==> src/hdl/crc_block_body_deframer_unit_defines.svh <==
// Assertion macros used by the deframer controller.
`ifndef CRC_BLOCK_BODY_DEFRAMER_UNIT_DEFINES_SVH
`define CRC_BLOCK_BODY_DEFRAMER_UNIT_DEFINES_SVH

// Same-cycle implication, checked on every clk edge out of reset.
`define CBD_ASSERT_SAME(label, ante, cons) \
  label: assert property (@(posedge clk) disable iff (!rst_n) (ante) |-> (cons)) \
    else $error("cbd assertion failed");

// Next-cycle implication, checked on every clk edge out of reset.
`define CBD_ASSERT_NEXT(label, ante, cons) \
  label: assert property (@(posedge clk) disable iff (!rst_n) (ante) |=> (cons)) \
    else $error("cbd assertion failed");

`endif

==> src/hdl/cbd_pkg.sv <==
`default_nettype none

package cbd_pkg;

  // Sizes
  localparam int MAX_BLOCK_BYTES = 32;
  localparam int HEADER_BYTES    = 13;
  localparam int HPOS_W          = 4;
  localparam int BSIZE_W         = 6;
  localparam int BUF_AW          = (MAX_BLOCK_BYTES > 1) ? $clog2(MAX_BLOCK_BYTES) : 1;
  localparam int POS_W           = $clog2(MAX_BLOCK_BYTES + 3);
  localparam int POS_INC_W       = POS_W + 1;
  localparam int CFG_IDX_W       = 2;
  localparam int CFG_DATA_W      = 16;

  // CRC-16/CCITT polynomial
  localparam logic [15:0] CRC_POLY = 16'h1021;

  // Register reset values
  localparam logic [BSIZE_W-1:0] RST_BLOCK_SIZE = 6'd32;
  localparam logic [15:0]        RST_MAGIC      = 16'h0000;
  localparam logic [7:0]         RST_VERSION    = 8'h00;
  localparam logic [15:0]        RST_CRC_SEED   = 16'hFFFF;

  localparam logic [15:0] CNT_MAX = 16'hFFFF;

  // Configuration register indexes
  typedef enum logic [CFG_IDX_W-1:0] {
    REG_BLOCK_SIZE       = 2'd0,
    REG_EXPECTED_MAGIC   = 2'd1,
    REG_EXPECTED_VERSION = 2'd2,
    REG_CRC_SEED         = 2'd3
  } cfg_reg_t;

  // Result kinds
  localparam logic KIND_PAYLOAD = 1'b0;
  localparam logic KIND_SUMMARY = 1'b1;

  typedef struct packed {
    logic [7:0] data_byte;
    logic       end_of_body;
  } in_item_t;

  typedef struct packed {
    logic        kind;
    logic [7:0]  payload_byte;
    logic        block_end;
    logic        header_good;
    logic [7:0]  stream_number;
    logic [15:0] queue_ms;
    logic [15:0] encode_us;
    logic [15:0] air_ms;
    logic [15:0] blocks_seen;
    logic [15:0] blocks_failed;
  } out_item_t;

  // Controller to datapath
  typedef struct packed {
    logic absorb;      // take the input byte
    logic emit_clr;    // rewind the emit index
    logic count_fail;  // bump the failed-block counter
    logic load_byte;   // load a payload byte into the output register
    logic load_sum;    // load the summary into the output register
    logic clear;       // return body state to its start values
  } cmd_t;

  // Datapath to controller
  typedef struct packed {
    logic blk_done;    // byte at the input completes a block
    logic crc_ok;      // finished block's CRC matches
    logic emit_last;   // emit index points at the last payload byte
    logic slot_free;   // output register can take a result this cycle
  } sts_t;

  // One byte through the MSB-first CRC register
  function automatic logic [15:0] crc_byte(input logic [15:0] crc, input logic [7:0] b);
    logic [15:0] c;
    c = crc ^ {b, 8'h00};
    for (int i = 0; i < 8; i++) begin
      c = c[15] ? ({c[14:0], 1'b0} ^ CRC_POLY) : {c[14:0], 1'b0};
    end
    return c;
  endfunction

endpackage

`default_nettype wire

==> src/hdl/cbd_ctrl.sv <==
`default_nettype none

`include "crc_block_body_deframer_unit_defines.svh"

module cbd_ctrl (
  input  wire logic          clk,
  input  wire logic          rst_n,
  input  wire logic          in_valid,
  input  wire logic          in_eob,
  output logic               in_ready,
  input  wire cbd_pkg::sts_t sts,
  output cbd_pkg::cmd_t      cmd
);

  typedef enum logic [1:0] {
    S_IDLE,
    S_CHECK,
    S_EMIT,
    S_SUM
  } state_t;

  state_t state_r, state_nxt;
  logic   last_r, last_nxt;

  assign in_ready = (state_r == S_IDLE);

  // Next state and commands
  always_comb begin
    state_nxt = state_r;
    last_nxt  = last_r;
    cmd       = '0;
    case (state_r)
      S_IDLE: begin
        if (in_valid) begin
          cmd.absorb = 1'b1;
          last_nxt   = in_eob;
          if (sts.blk_done) begin
            state_nxt = S_CHECK;
          end else if (in_eob) begin
            state_nxt = S_SUM;
          end
        end
      end
      S_CHECK: begin
        cmd.emit_clr   = 1'b1;
        cmd.count_fail = !sts.crc_ok;
        if (sts.crc_ok) begin
          state_nxt = S_EMIT;
        end else begin
          state_nxt = last_r ? S_SUM : S_IDLE;
        end
      end
      S_EMIT: begin
        if (sts.slot_free) begin
          cmd.load_byte = 1'b1;
          if (sts.emit_last) begin
            state_nxt = last_r ? S_SUM : S_IDLE;
          end
        end
      end
      S_SUM: begin
        if (sts.slot_free) begin
          cmd.load_sum = 1'b1;
          cmd.clear    = 1'b1;
          state_nxt    = S_IDLE;
        end
      end
      default: begin
        state_nxt = S_IDLE;
      end
    endcase
  end

  always_ff @(posedge clk) begin
    if (!rst_n) begin
      state_r <= S_IDLE;
      last_r  <= 1'b0;
    end else begin
      state_r <= state_nxt;
      last_r  <= last_nxt;
    end
  end

  // At most one of absorb, payload-byte load and summary load happens in a cycle
  `CBD_ASSERT_SAME(a_one_action, 1'b1, $onehot0({cmd.absorb, cmd.load_byte, cmd.load_sum}))
  // A failed block never emits
  `CBD_ASSERT_NEXT(a_fail_no_emit, (state_r == S_CHECK) && !sts.crc_ok, state_r != S_EMIT)
  // Emission stops after the last byte of the block
  `CBD_ASSERT_NEXT(a_emit_stops,
    (state_r == S_EMIT) && sts.slot_free && sts.emit_last, state_r != S_EMIT)
  // A summary closes the body and reopens the input
  `CBD_ASSERT_NEXT(a_sum_to_idle, cmd.load_sum, state_r == S_IDLE)

endmodule

`default_nettype wire

==> src/hdl/cbd_datapath.sv <==
`default_nettype none

module cbd_datapath (
  input  wire logic                              clk,
  input  wire logic                              rst_n,
  input  wire cbd_pkg::in_item_t                 in_data,
  input  wire logic                              cfg_valid,
  output logic                                   cfg_ready,
  input  wire logic [cbd_pkg::CFG_IDX_W-1:0]     cfg_index,
  input  wire logic [cbd_pkg::CFG_DATA_W-1:0]    cfg_data,
  input  wire cbd_pkg::cmd_t                     cmd,
  output cbd_pkg::sts_t                          sts,
  output logic                                   out_valid,
  input  wire logic                              out_ready,
  output cbd_pkg::out_item_t                     out_data
);

  // Configuration
  logic [cbd_pkg::BSIZE_W-1:0] blk_size_r;
  logic [15:0]                 magic_r;
  logic [7:0]                  version_r;
  logic [15:0]                 seed_r;

  // Body state
  logic [cbd_pkg::HPOS_W-1:0]  hpos_r;
  logic [7:0]                  hdr_r [cbd_pkg::HEADER_BYTES];
  logic [cbd_pkg::POS_W-1:0]   pos_r;
  logic [15:0]                 crc_r;
  logic [15:0]                 stored_r;
  logic [15:0]                 seen_r;
  logic [15:0]                 failed_r;
  logic [7:0]                  buf_r [cbd_pkg::MAX_BLOCK_BYTES];
  logic [cbd_pkg::BUF_AW-1:0]  idx_r;
  logic                        out_valid_r;
  cbd_pkg::out_item_t          out_r;
  cbd_pkg::out_item_t          out_nxt;

  logic [cbd_pkg::BSIZE_W-1:0]   bs;
  logic                          hdr_done;
  logic [cbd_pkg::POS_INC_W-1:0] pos_inc;
  logic                          blk_done;
  logic [cbd_pkg::BUF_AW-1:0]    wr_idx;
  logic                          hdr_good;
  logic                          sum_valid;
  logic                          emit_last;
  logic                          slot_free;

  // Effective block size, saturated to the buffer depth
  assign bs = (blk_size_r > cbd_pkg::BSIZE_W'(cbd_pkg::MAX_BLOCK_BYTES))
            ? cbd_pkg::BSIZE_W'(cbd_pkg::MAX_BLOCK_BYTES) : blk_size_r;

  assign hdr_done = (hpos_r == cbd_pkg::HPOS_W'(cbd_pkg::HEADER_BYTES));
  assign pos_inc  = cbd_pkg::POS_INC_W'(pos_r) + cbd_pkg::POS_INC_W'(1);
  assign blk_done = hdr_done && (bs != '0) && (pos_r >= cbd_pkg::POS_W'(2)) &&
                    ((pos_inc >= cbd_pkg::POS_INC_W'(bs) + cbd_pkg::POS_INC_W'(2)) ||
                     (pos_inc >= cbd_pkg::POS_INC_W'(cbd_pkg::MAX_BLOCK_BYTES + 2)));
  assign wr_idx   = cbd_pkg::BUF_AW'(pos_r - cbd_pkg::POS_W'(2));

  assign emit_last = (cbd_pkg::BSIZE_W'(idx_r) + cbd_pkg::BSIZE_W'(1)) == bs;
  assign slot_free = !out_valid_r || out_ready;

  assign sum_valid = hdr_done && (bs != '0);
  assign hdr_good  = ({hdr_r[1], hdr_r[0]} == magic_r) && (hdr_r[2] == version_r) &&
                     ({hdr_r[5], hdr_r[4]} == 16'(bs));

  assign sts.blk_done  = blk_done;
  assign sts.crc_ok    = (crc_r == stored_r);
  assign sts.emit_last = emit_last;
  assign sts.slot_free = slot_free;

  assign cfg_ready = 1'b1;
  assign out_valid = out_valid_r;
  assign out_data  = out_r;

  // Configuration writes
  always_ff @(posedge clk) begin
    if (!rst_n) begin
      blk_size_r <= cbd_pkg::RST_BLOCK_SIZE;
      magic_r    <= cbd_pkg::RST_MAGIC;
      version_r  <= cbd_pkg::RST_VERSION;
      seed_r     <= cbd_pkg::RST_CRC_SEED;
    end else if (cfg_valid) begin
      case (cbd_pkg::cfg_reg_t'(cfg_index))
        cbd_pkg::REG_BLOCK_SIZE:       blk_size_r <= cfg_data[cbd_pkg::BSIZE_W-1:0];
        cbd_pkg::REG_EXPECTED_MAGIC:   magic_r    <= cfg_data;
        cbd_pkg::REG_EXPECTED_VERSION: version_r  <= cfg_data[7:0];
        cbd_pkg::REG_CRC_SEED:         seed_r     <= cfg_data;
        default: begin
        end
      endcase
    end
  end

  // Header capture, block framing, CRC and counters
  always_ff @(posedge clk) begin
    if (!rst_n || cmd.clear) begin
      hpos_r   <= '0;
      pos_r    <= '0;
      crc_r    <= seed_r;
      stored_r <= '0;
      seen_r   <= '0;
      failed_r <= '0;
      for (int i = 0; i < cbd_pkg::HEADER_BYTES; i++) begin
        hdr_r[i] <= '0;
      end
    end else begin
      if (cmd.absorb) begin
        if (!hdr_done) begin
          hdr_r[hpos_r] <= in_data.data_byte;
          hpos_r        <= hpos_r + cbd_pkg::HPOS_W'(1);
        end else if (bs == '0) begin
          pos_r <= '0;
        end else if (pos_r == cbd_pkg::POS_W'(0)) begin
          stored_r <= {8'h00, in_data.data_byte};
          pos_r    <= cbd_pkg::POS_W'(1);
        end else if (pos_r == cbd_pkg::POS_W'(1)) begin
          stored_r[15:8] <= in_data.data_byte;
          crc_r          <= seed_r;
          pos_r          <= cbd_pkg::POS_W'(2);
        end else begin
          crc_r <= cbd_pkg::crc_byte(crc_r, in_data.data_byte);
          pos_r <= blk_done ? '0 : pos_inc[cbd_pkg::POS_W-1:0];
          if (blk_done && (seen_r != cbd_pkg::CNT_MAX)) begin
            seen_r <= seen_r + 16'd1;
          end
        end
      end
      if (cmd.count_fail && (failed_r != cbd_pkg::CNT_MAX)) begin
        failed_r <= failed_r + 16'd1;
      end
    end
  end

  // Payload buffer, written only while a block is being collected
  always_ff @(posedge clk) begin
    if (cmd.absorb && hdr_done && (bs != '0) && (pos_r >= cbd_pkg::POS_W'(2))) begin
      buf_r[wr_idx] <= in_data.data_byte;
    end
  end

  // Emit index
  always_ff @(posedge clk) begin
    if (!rst_n || cmd.emit_clr) begin
      idx_r <= '0;
    end else if (cmd.load_byte) begin
      idx_r <= idx_r + cbd_pkg::BUF_AW'(1);
    end
  end

  // Output register valid
  always_ff @(posedge clk) begin
    if (!rst_n) begin
      out_valid_r <= 1'b0;
    end else if (cmd.load_byte || cmd.load_sum) begin
      out_valid_r <= 1'b1;
    end else if (out_ready) begin
      out_valid_r <= 1'b0;
    end
  end

  // Next output: a buffered payload byte or the body summary
  always_comb begin
    out_nxt = '0;
    if (cmd.load_byte) begin
      out_nxt.kind         = cbd_pkg::KIND_PAYLOAD;
      out_nxt.payload_byte = buf_r[idx_r];
      out_nxt.block_end    = emit_last;
    end else begin
      out_nxt.kind = cbd_pkg::KIND_SUMMARY;
      if (sum_valid) begin
        out_nxt.header_good   = hdr_good;
        out_nxt.stream_number = hdr_r[3];
        out_nxt.blocks_seen   = seen_r;
        out_nxt.blocks_failed = failed_r;
        if (hdr_good) begin
          out_nxt.queue_ms  = {hdr_r[8], hdr_r[7]};
          out_nxt.encode_us = {hdr_r[10], hdr_r[9]};
          out_nxt.air_ms    = {hdr_r[12], hdr_r[11]};
        end
      end
    end
  end

  // Output register payload
  always_ff @(posedge clk) begin
    if (cmd.load_byte || cmd.load_sum) begin
      out_r <= out_nxt;
    end
  end

endmodule

`default_nettype wire

==> src/hdl/crc_block_body_deframer_unit.sv <==
// Block-body deframer with CRC-16/CCITT checking. Bytes of a body enter one per
// transfer, end_of_body marking the last. The first 13 bytes are a little-endian
// header (magic, version, stream id, block size, timing words); the rest is cut
// into blocks of a 16-bit CRC plus block_size payload bytes, and a block whose CRC
// matches is sent out byte by byte, then a summary closes each body. The input is
// held while the controller checks a completed block and sends its payload through
// the single output register, which carries one result per cycle when not stalled,
// and while it loads the summary after the last byte of a body. Output stalls hold
// the controller in those steps. Configuration is taken every cycle and applies to
// later bytes.
`default_nettype none

module crc_block_body_deframer_unit (
  input  wire logic                           clk,
  input  wire logic                           rst_n,
  input  wire logic                           in_valid,
  output logic                                in_ready,
  input  wire cbd_pkg::in_item_t              in_data,
  output logic                                out_valid,
  input  wire logic                           out_ready,
  output cbd_pkg::out_item_t                  out_data,
  input  wire logic                           cfg_valid,
  output logic                                cfg_ready,
  input  wire logic [cbd_pkg::CFG_IDX_W-1:0]  cfg_index,
  input  wire logic [cbd_pkg::CFG_DATA_W-1:0] cfg_data
);

  cbd_pkg::cmd_t cmd;
  cbd_pkg::sts_t sts;

  // Sequencer
  cbd_ctrl u_ctrl (
    .clk      (clk),
    .rst_n    (rst_n),
    .in_valid (in_valid),
    .in_eob   (in_data.end_of_body),
    .in_ready (in_ready),
    .sts      (sts),
    .cmd      (cmd)
  );

  // Framing, CRC, buffer and output register
  cbd_datapath u_datapath (
    .clk       (clk),
    .rst_n     (rst_n),
    .in_data   (in_data),
    .cfg_valid (cfg_valid),
    .cfg_ready (cfg_ready),
    .cfg_index (cfg_index),
    .cfg_data  (cfg_data),
    .cmd       (cmd),
    .sts       (sts),
    .out_valid (out_valid),
    .out_ready (out_ready),
    .out_data  (out_data)
  );

endmodule

`default_nettype wire
==> config.mk <==
export PLATFORM = sky130hd
export DESIGN_NAME = crc_block_body_deframer_unit
export DESIGN_NICKNAME = d
export VERILOG_FILES = /design/src/hdl/cbd_pkg.sv /design/src/hdl/cbd_ctrl.sv /design/src/hdl/cbd_datapath.sv /design/src/hdl/crc_block_body_deframer_unit.sv
export VERILOG_INCLUDE_DIRS = /design/src /design/src/hdl
export SDC_FILE = /design/constraint.sdc
export NUM_CORES = 1
export LEC_CHECK = 0
export ABC_AREA = 1
export BUFFER_PORTS_ARGS = -buffer_cell sky130_fd_sc_hd__buf_2
export CAP_MARGIN = 30
export CORE_ASPECT_RATIO = 1.5
export CORE_UTILIZATION = 68
export CTS_BUF_LIST = sky130_fd_sc_hd__clkbuf_4
export CTS_CLUSTER_SIZE = 12
export DETAILED_ROUTE_END_ITERATION = 16
export PLACE_DENSITY_LB_ADDON = 0.05
export SETUP_SLACK_MARGIN = 0.2
export SLEW_MARGIN = 15
export SYNTH_ARGS = -nofsm -noshare
export SYNTH_HDL_FRONTEND = slang
export SYNTH_SLANG_ARGS = --single-unit
==> constraint.sdc <==
create_clock -name clk -period 13.5 [get_ports clk]
set_clock_uncertainty 0.05 [all_clocks]
set_input_delay 1.35 -clock clk [delete_from_list [all_inputs] [get_ports clk]]
set_output_delay 1.35 -clock clk [all_outputs]
set_load 0.02 [all_outputs]
==> summary.txt, run 1 <==
total chip power = 4.68 mW
first drt pass iteration count = 5
WL final = 58100 um
post-route setup slack = 9.91 ns
# hold bufs at CTS = 0
Sw Pwr = 1.49 mW
met1 usage = 34.8%
Clock power frac = 30.8%
Pwr per Cell Area = 174 nW/um^2
Worst Tran Pin Value = 0.966 ns
clk sinks = 580
Final setup violation count = 0
setup TNS = 0 ns
Die Width = 156 um
Hold Crit Start = u_datapath.seed_r[1]
Post-CTS Resized = 0
HP Class = flop to flop
final-layout fill cell count = 2331
via count of the first global-routing pass = 17000
crit-path max cell delay = 0.86 ns
met3 Track Usage GR = 6.37%
Synth area leaders = edfxtp_1 (58%), dfxtp_1 (9.4%), nor2_1 (7.4%)
Final Hold Viols = 0
post-DR vias/cell = 5.80
internal power = 3.19 mW
most area-hungry cell type in the Yosys netlist = edfxtp_1
via count = 17400
Post-Layout Cell Count = 2993
core footprint = 35000 um^2
sequential area share after synthesis = 67.4%
synthesized flop and latch total = 580
Comb power frac = 21.5%
count of different cell masters after synthesis = 45
Final min period = 3.59 ns
largest net degree at the start of global routing = 71
ys async rst share = 0%
P&R area growth vs syn = 11.5%
number of synthesis warnings = 0
port bufs = 132
Cells after Synth = 2238
post-route clock period utilization = 26.6%
detailed placer's ending HPWL = 37400 um
starting density of the core = 69.1%
remaining global-route overflow = 0
CTS tree = yes
worst endpoint required time = 14.05 ns
Worst Path Arrival = 4.14 ns
CP max-delay cell = clkinv_2
WS Path Type = flop to flop
crit path launch type = flop
Top FF cell, synth = edfxtp_1
chip height = 233 um
busiest grt layer = met2
Avg Cell Area, Syn = 10.8 um^2
drt drc = 0
ANT nets after route = 0
num rows = 84
full die area = 36300 um^2
global-route wire length before repair = 87700 um
Hold Path End = u_datapath.seed_r[1]
synthesized area = 24200 um^2
H-Tree Depth = 4
EDFF count, synth = 467
reg2reg end = u_datapath.out_data[90]
RSZ-0062 raised after global routing = false
clk slew on worst S/H paths = 0.08 ns
final slew viol count = 0
M2 GR Usage = 58.3%
Placed Instances = 2757
FF-to-FF Start = u_datapath.idx_r[0]
Max VDD drop = 0.170 mV
All-Layer GR Usage = 32.5%
worst-case reg-to-reg path depth = 8
CTS root buf = clkbuf_4
Final #Nets = 2471
initial DRC count = 1306
critical path endpoint category = flop
Num CTS Buffers = 131
post-CTS setup repair buffer count = 0
Yosys top cell area share = 58.0%
CP max FO = 67
pre-CTS WS = 9.16 ns
share of layout cells above drive strength 1 = 15.8%
Fmax achieved = 279 MHz
initial antenna violation count = 3
crit-path cells = clkinv_2 -> buf_4 -> o21ai_0 -> o221ai_1 -> nand3_1 -> o21ai_0 -> nor2_1 -> nor2_1
slew margin rel. = 35.6%
WL/cell = 19.4 um
Sw Ratio = 31.8%
Clock Tree Buf Depth = 3
total I/O pin count = 134
Sequential cell area = 16300 um^2
GPL Wtd Cong = 0.920
reg-to-reg slack, setup = 9.91 ns
Seq pwr share = 47.7%
worst skew pair latency = 0.85 ns
area taken by multi-input logic gates = 6730 um^2
max-cap viol count = 0
P_leak = 10.1 nW
top-count cell post-synth = nor2_1
Hold Path Depth = 2
outcome = finished clean
Post-synth top cells = nor2_1 (477), edfxtp_1 (467), nand2_1 (229)
==> placed cells by master (no fill, tap or decap), types with 11 or more instances in the layout <==
master / Yosys / final
a21oi_1: 79 / 79
buf_2: 13 / 132
buf_4: 2 / 14
clkbuf_4: 0 / 198
clkinv_1: 1 / 18
dfxtp_1: 113 / 112
edfxtp_1: 467 / 467
ha_1: 21 / 21
inv_1: 194 / 193
inv_2: 9 / 11
nand2_1: 229 / 229
nand3_1: 104 / 103
nor2_1: 477 / 476
nor3_1: 11 / 11
o21ai_0: 210 / 209
o221ai_1: 38 / 38
o22ai_1: 32 / 32
xnor2_1: 18 / 18
xor2_1: 47 / 47
==> sequential cells by signal, indices dropped and copies added (netlist names) <==
register	cells
u_datapath.hdr_r	96
u_datapath.blk_size_r	6
u_datapath.version_r	8
u_datapath.buf_r	256
u_datapath.hpos_r	4
u_datapath.stored_r	16
u_ctrl.last_r	1
u_datapath.pos_r	6
u_datapath.magic_r	16
u_ctrl.state_r	2
u_datapath.crc_r	16
u_datapath.out_valid	1
u_datapath.idx_r	5
out_data	48
u_datapath.out_data	51
u_datapath.seen_r	16
u_datapath.seed_r	16
u_datapath.failed_r	16
==> cell families (layout without fill, tap and decap cells) <==
family / Yosys count / after routing / share of synthesized area (%)
AO/OA/AOI/OAI: 401 / 401 / 9.62
adder cells (fa/ha/maj): 21 / 21 / 1.09
AND/OR/NAND/NOR: 862 / 862 / 14.6
XOR/XNOR: 65 / 65 / 2.35
multiplexers: 3 / 3 / 0.124
buffers and inverters: 305 / 584 / 4.90
other: 1 / 4 / 0.0155
flip-flops: 580 / 580 / 67.4
==> worst max path at each step <==
| stage | slack [ns] | to | from |
|---|---|---|---|
| floorplan | 7.24 | u_ctrl.state_r[1] | out_ready |
| global placement | 9.23 | u_datapath.hdr_r[8][3] | rst_n |
| detailed placement | 9.16 | u_datapath.hdr_r[0][0] | rst_n |
| CTS | 10.01 | u_datapath.out_data[90] | u_datapath.idx_r[0] |
| global route | 9.73 | u_datapath.out_data[90] | u_datapath.idx_r[0] |
| finish | 9.91 | u_datapath.out_data[90] | u_datapath.idx_r[0] |
==> routing by layer <==
metal / wire, um / vias up / share of wire, %
met5: 13 / - / 0.022
met2: 31000 / 783 / 53
met4: 3170 / 2 / 5.5
met3: 4040 / 194 / 7.0
met1: 19900 / 8236 / 34
li1: - / 8156 / -
==> metrics by stage <==
step	hold slack, ns	cell area, um^2	util (%)
after floorplan	0.378	24200	-
after global placement	0.391	25100	71.8
after detailed placement	0.396	25200	71.9
after CTS	0.412	26900	77.0
after global routing	0.441	27000	77.0
final	0.412	27000	77.0
==> power by group through the flow <==
stage	Sequential, mW	Clock, mW	Combinational (mW)
2_1_floorplan	2.34	0	0.591
3_3_place_gp	2.26	0	0.966
4_1_cts	2.23	1.46	1.00
5_1_grt	2.24	1.55	1.09
6_report	2.23	1.44	1.01
3_5_place_dp	2.27	0	0.997
==> critical path: cells and delay by family (launching register included) <==
family / cells / cell delay, ns
compound gates: 3 / 0.61
simple gates: 3 / 0.35
buf+inv: 2 / 1.47
flops: 1 / 0.79
==> cell type report <==
type / count / share of cell area, %
well taps: 473 / 2.20
repair buffers: 147 / 2.91
diodes: 2 / 0.0186
clock inverters: 35 / 1.13
flip-flops and latches: 580 / 60.4
clock buffers: 198 / 5.51
inverters: 204 / 2.85
multi-input cells: 1354 / 25.0
Power figures use the tool's default switching activity.
==> inputs of run 2 (changes only) <==
--- a/config.mk
+++ b/config.mk
@@ -10,7 +10,7 @@
 export BUFFER_PORTS_ARGS = -buffer_cell sky130_fd_sc_hd__buf_2
 export CAP_MARGIN = 30
 export CORE_ASPECT_RATIO = 1.5
-export CORE_UTILIZATION = 68
+export CORE_UTILIZATION = 63
 export CTS_BUF_LIST = sky130_fd_sc_hd__clkbuf_4
 export CTS_CLUSTER_SIZE = 12
 export DETAILED_ROUTE_END_ITERATION = 16
==> constraint.sdc (replaced) <==
create_clock -name clk -period 3.56 [get_ports clk]
set_clock_uncertainty 0.05 [all_clocks]
set_input_delay 0.356 -clock clk [delete_from_list [all_inputs] [get_ports clk]]
set_output_delay 0.356 -clock clk [all_outputs]
set_load 0.02 [all_outputs]
==> run 2 against run 1 <==
  * Global-route usage fell by 1.2 points
  * Clock power rose to 3.7 times the previous value
  * Die area up 7.8%
  * Via count rose by 1.2%
  * Register-to-register slack worse by 9.3 ns
  * Non-clock buffer count up 60
  * Sequential cell count is the same
==> summary.txt, run 2 (synthesis gave the netlist of run 1 again) <==
global-route wire length before repair = 92500 um (+5.5%)
CTS root buf = clkbuf_4
P&R area growth vs syn = 13.8%
drt drc = 0 (unchanged)
Final min period = 2.98 ns (-0.611 ns)
M2 GR Usage = 55.6% (-2.7 points)
post-CTS setup repair buffer count = 0 (unchanged)
clk slew on worst S/H paths = 0.08 ns (about the same)
Final Hold Viols = 0 (unchanged)
remaining global-route overflow = 0 (unchanged)
largest net degree at the start of global routing = 89 (+25%)
total I/O pin count = 134 (unchanged)
initial antenna violation count = 1 (-2)
Clock Tree Buf Depth = 3 (unchanged)
clk sinks = 580 (unchanged)
setup TNS = 0 ns (unchanged)
P_leak = 10.4 nW (+2.4%)
outcome = finished clean
GPL Wtd Cong = 0.936 (+1.8%)
max-cap viol count = 0 (unchanged)
slew margin rel. = 38.8% (+3.3 points)
commonest non-fill, non-tap cell in the layout = nor2_1
Largest register FFs = 256 (unchanged)
final slew viol count = 0 (unchanged)
share of layout cells above drive strength 1 = 15.9% (+0.095 points)
worst endpoint required time = 3.95 ns (-10.10 ns)
Post-CTS Resized = 0 (unchanged)
CP max FO = 8 (-88%)
WL final = 60500 um (+4.1%)
WL/cell = 19.6 um (+1.1%)
hold slack = 0.102 ns (-0.310 ns)
Max VDD drop = 0.427 mV (+150%)
Die Width = 162 um (+3.8%)
Final setup violation count = 0 (unchanged)
ANT nets after route = 0 (unchanged)
crit path launch type = flop
CTS tree = yes
met1 usage = 34.9% (+0.11 points)
worst skew pair latency = 0.82 ns (-0.03 ns)
RSZ-0062 raised after global routing = false
total chip power = 17.8 mW (+280%)
starting density of the core = 64.2% (-4.9 points)
critical path endpoint category = flop
Final #Nets = 2537 (+2.7%)
WS Path Type = flop to flop
Pwr per Cell Area = 646 nW/um^2 (+270%)
Fmax achieved = 336 MHz (+20%)
full die area = 39200 um^2 (+7.8%)
H-Tree Depth = 4 (unchanged)
All-Layer GR Usage = 31.4% (-1.2 points)
HP Class = primary input to flop
met3 Track Usage GR = 5.98% (-0.39 points)
initial DRC count = 1718 (+32%)
via count of the first global-routing pass = 17600 (+3.6%)
Worst Path Arrival = 3.37 ns (-0.77 ns)
post-DR vias/cell = 5.70 (-1.7%)
first drt pass iteration count = 6 (+1)
busiest grt layer = met2
Num CTS Buffers = 137 (+4.6%)
post-route clock period utilization = 83.7% (+57 points)
chip height = 242 um (+3.9%)
worst-case reg-to-reg path depth = 8 (unchanged)
via count = 17600 (+1.2%)
Hold Path Depth = 2 (unchanged)
leading cell types in the layout, fill and taps excluded = nor2_1 (476), edfxtp_1 (467), nand2_1 (229), o21ai_0 (209), inv_1 (193)
num rows = 87 (+3.6%)
detailed placer's ending HPWL = 39800 um (+6.4%)
port bufs = 132 (unchanged)
Worst Tran Pin Value = 0.916 ns (-0.0499 ns)
# hold bufs at CTS = 42 (+42)
Biggest register = u_datapath.buf_r
core footprint = 37700 um^2 (+7.6%)
## run 2: cell count changes in the layout (fill, tap and decap cells not counted), moves of 2 or more
cell,before,now
inv_2,11,15
buf_4,14,30
clkinv_1,18,36
bufinv_16,6,4
clkbuf_4,198,191
dlygate4sd3_1,0,42
## run 2: path summary, 6_finish.rpt
path,slack [ns],from,end
worst max-delay path,0.58,u_datapath.hpos_r[1],u_datapath.buf_r[7][6]
worst min-delay path,0.10,in_data[8],u_datapath.buf_r[21][7]
worst max register to register,0.58,u_datapath.hpos_r[1],u_datapath.buf_r[7][6]
worst min register to register,0.41,u_datapath.seed_r[4],u_datapath.seed_r[4]
## run 2: where the power goes
part / internal [mW] / switching [mW] / leakage, nW
clock network: 2.79 / 2.56 / 1.05
logic: 1.18 / 2.87 / 3.99
registers: 8.05 / 0.317 / 5.31
total: 12.0 / 5.74 / 10.4
## run 2: layout make-up
class / count / area (um^2)
antenna: 1 / 2.50
timing repair buffer: 207 / 1360
clock buffer: 191 / 1430
tap: 489 / 612
clock inverter: 55 / 327
multi-input combinational: 1354 / 6730
inverter: 204 / 767
fill: 2763 / 10100
sequential: 580 / 16300
## run 2: metrics by stage
step / utilization, % / area [um^2] / cells / setup slack (ns)
finish: 73.1 / 27500 / 3081 / 0.581
global route: 73.1 / 27500 / 3081 / 0.339
CTS: 73.0 / 27500 / 3079 / 0.645
detailed placement: 67.2 / 25300 / 2791 / 0.669
global placement: 67.2 / 25300 / 2791 / 0.785
floorplan: - / 24200 / 2239 / 0.880
## run 2: routing by layer
| layer | up-vias | routed length, um |
|---|---|---|
| met3 | 230 | 4410 |
| li1 | 8273 | - |
| met4 | 0 | 3120 |
| met2 | 876 | 31500 |
| met1 | 8194 | 21500 |
| met5 | - | 0 |
## run 2: worst max-delay path, stage by stage (launching register included)
cell and delay [ns]:
dfxtp_1 0.34, inv_1 0.11, ha_1 0.24, nand3_1 0.17
nor2_4 0.19, nand2_2 0.13, nor2_1 0.23, nand2_1 0.44
nor2_1 0.69
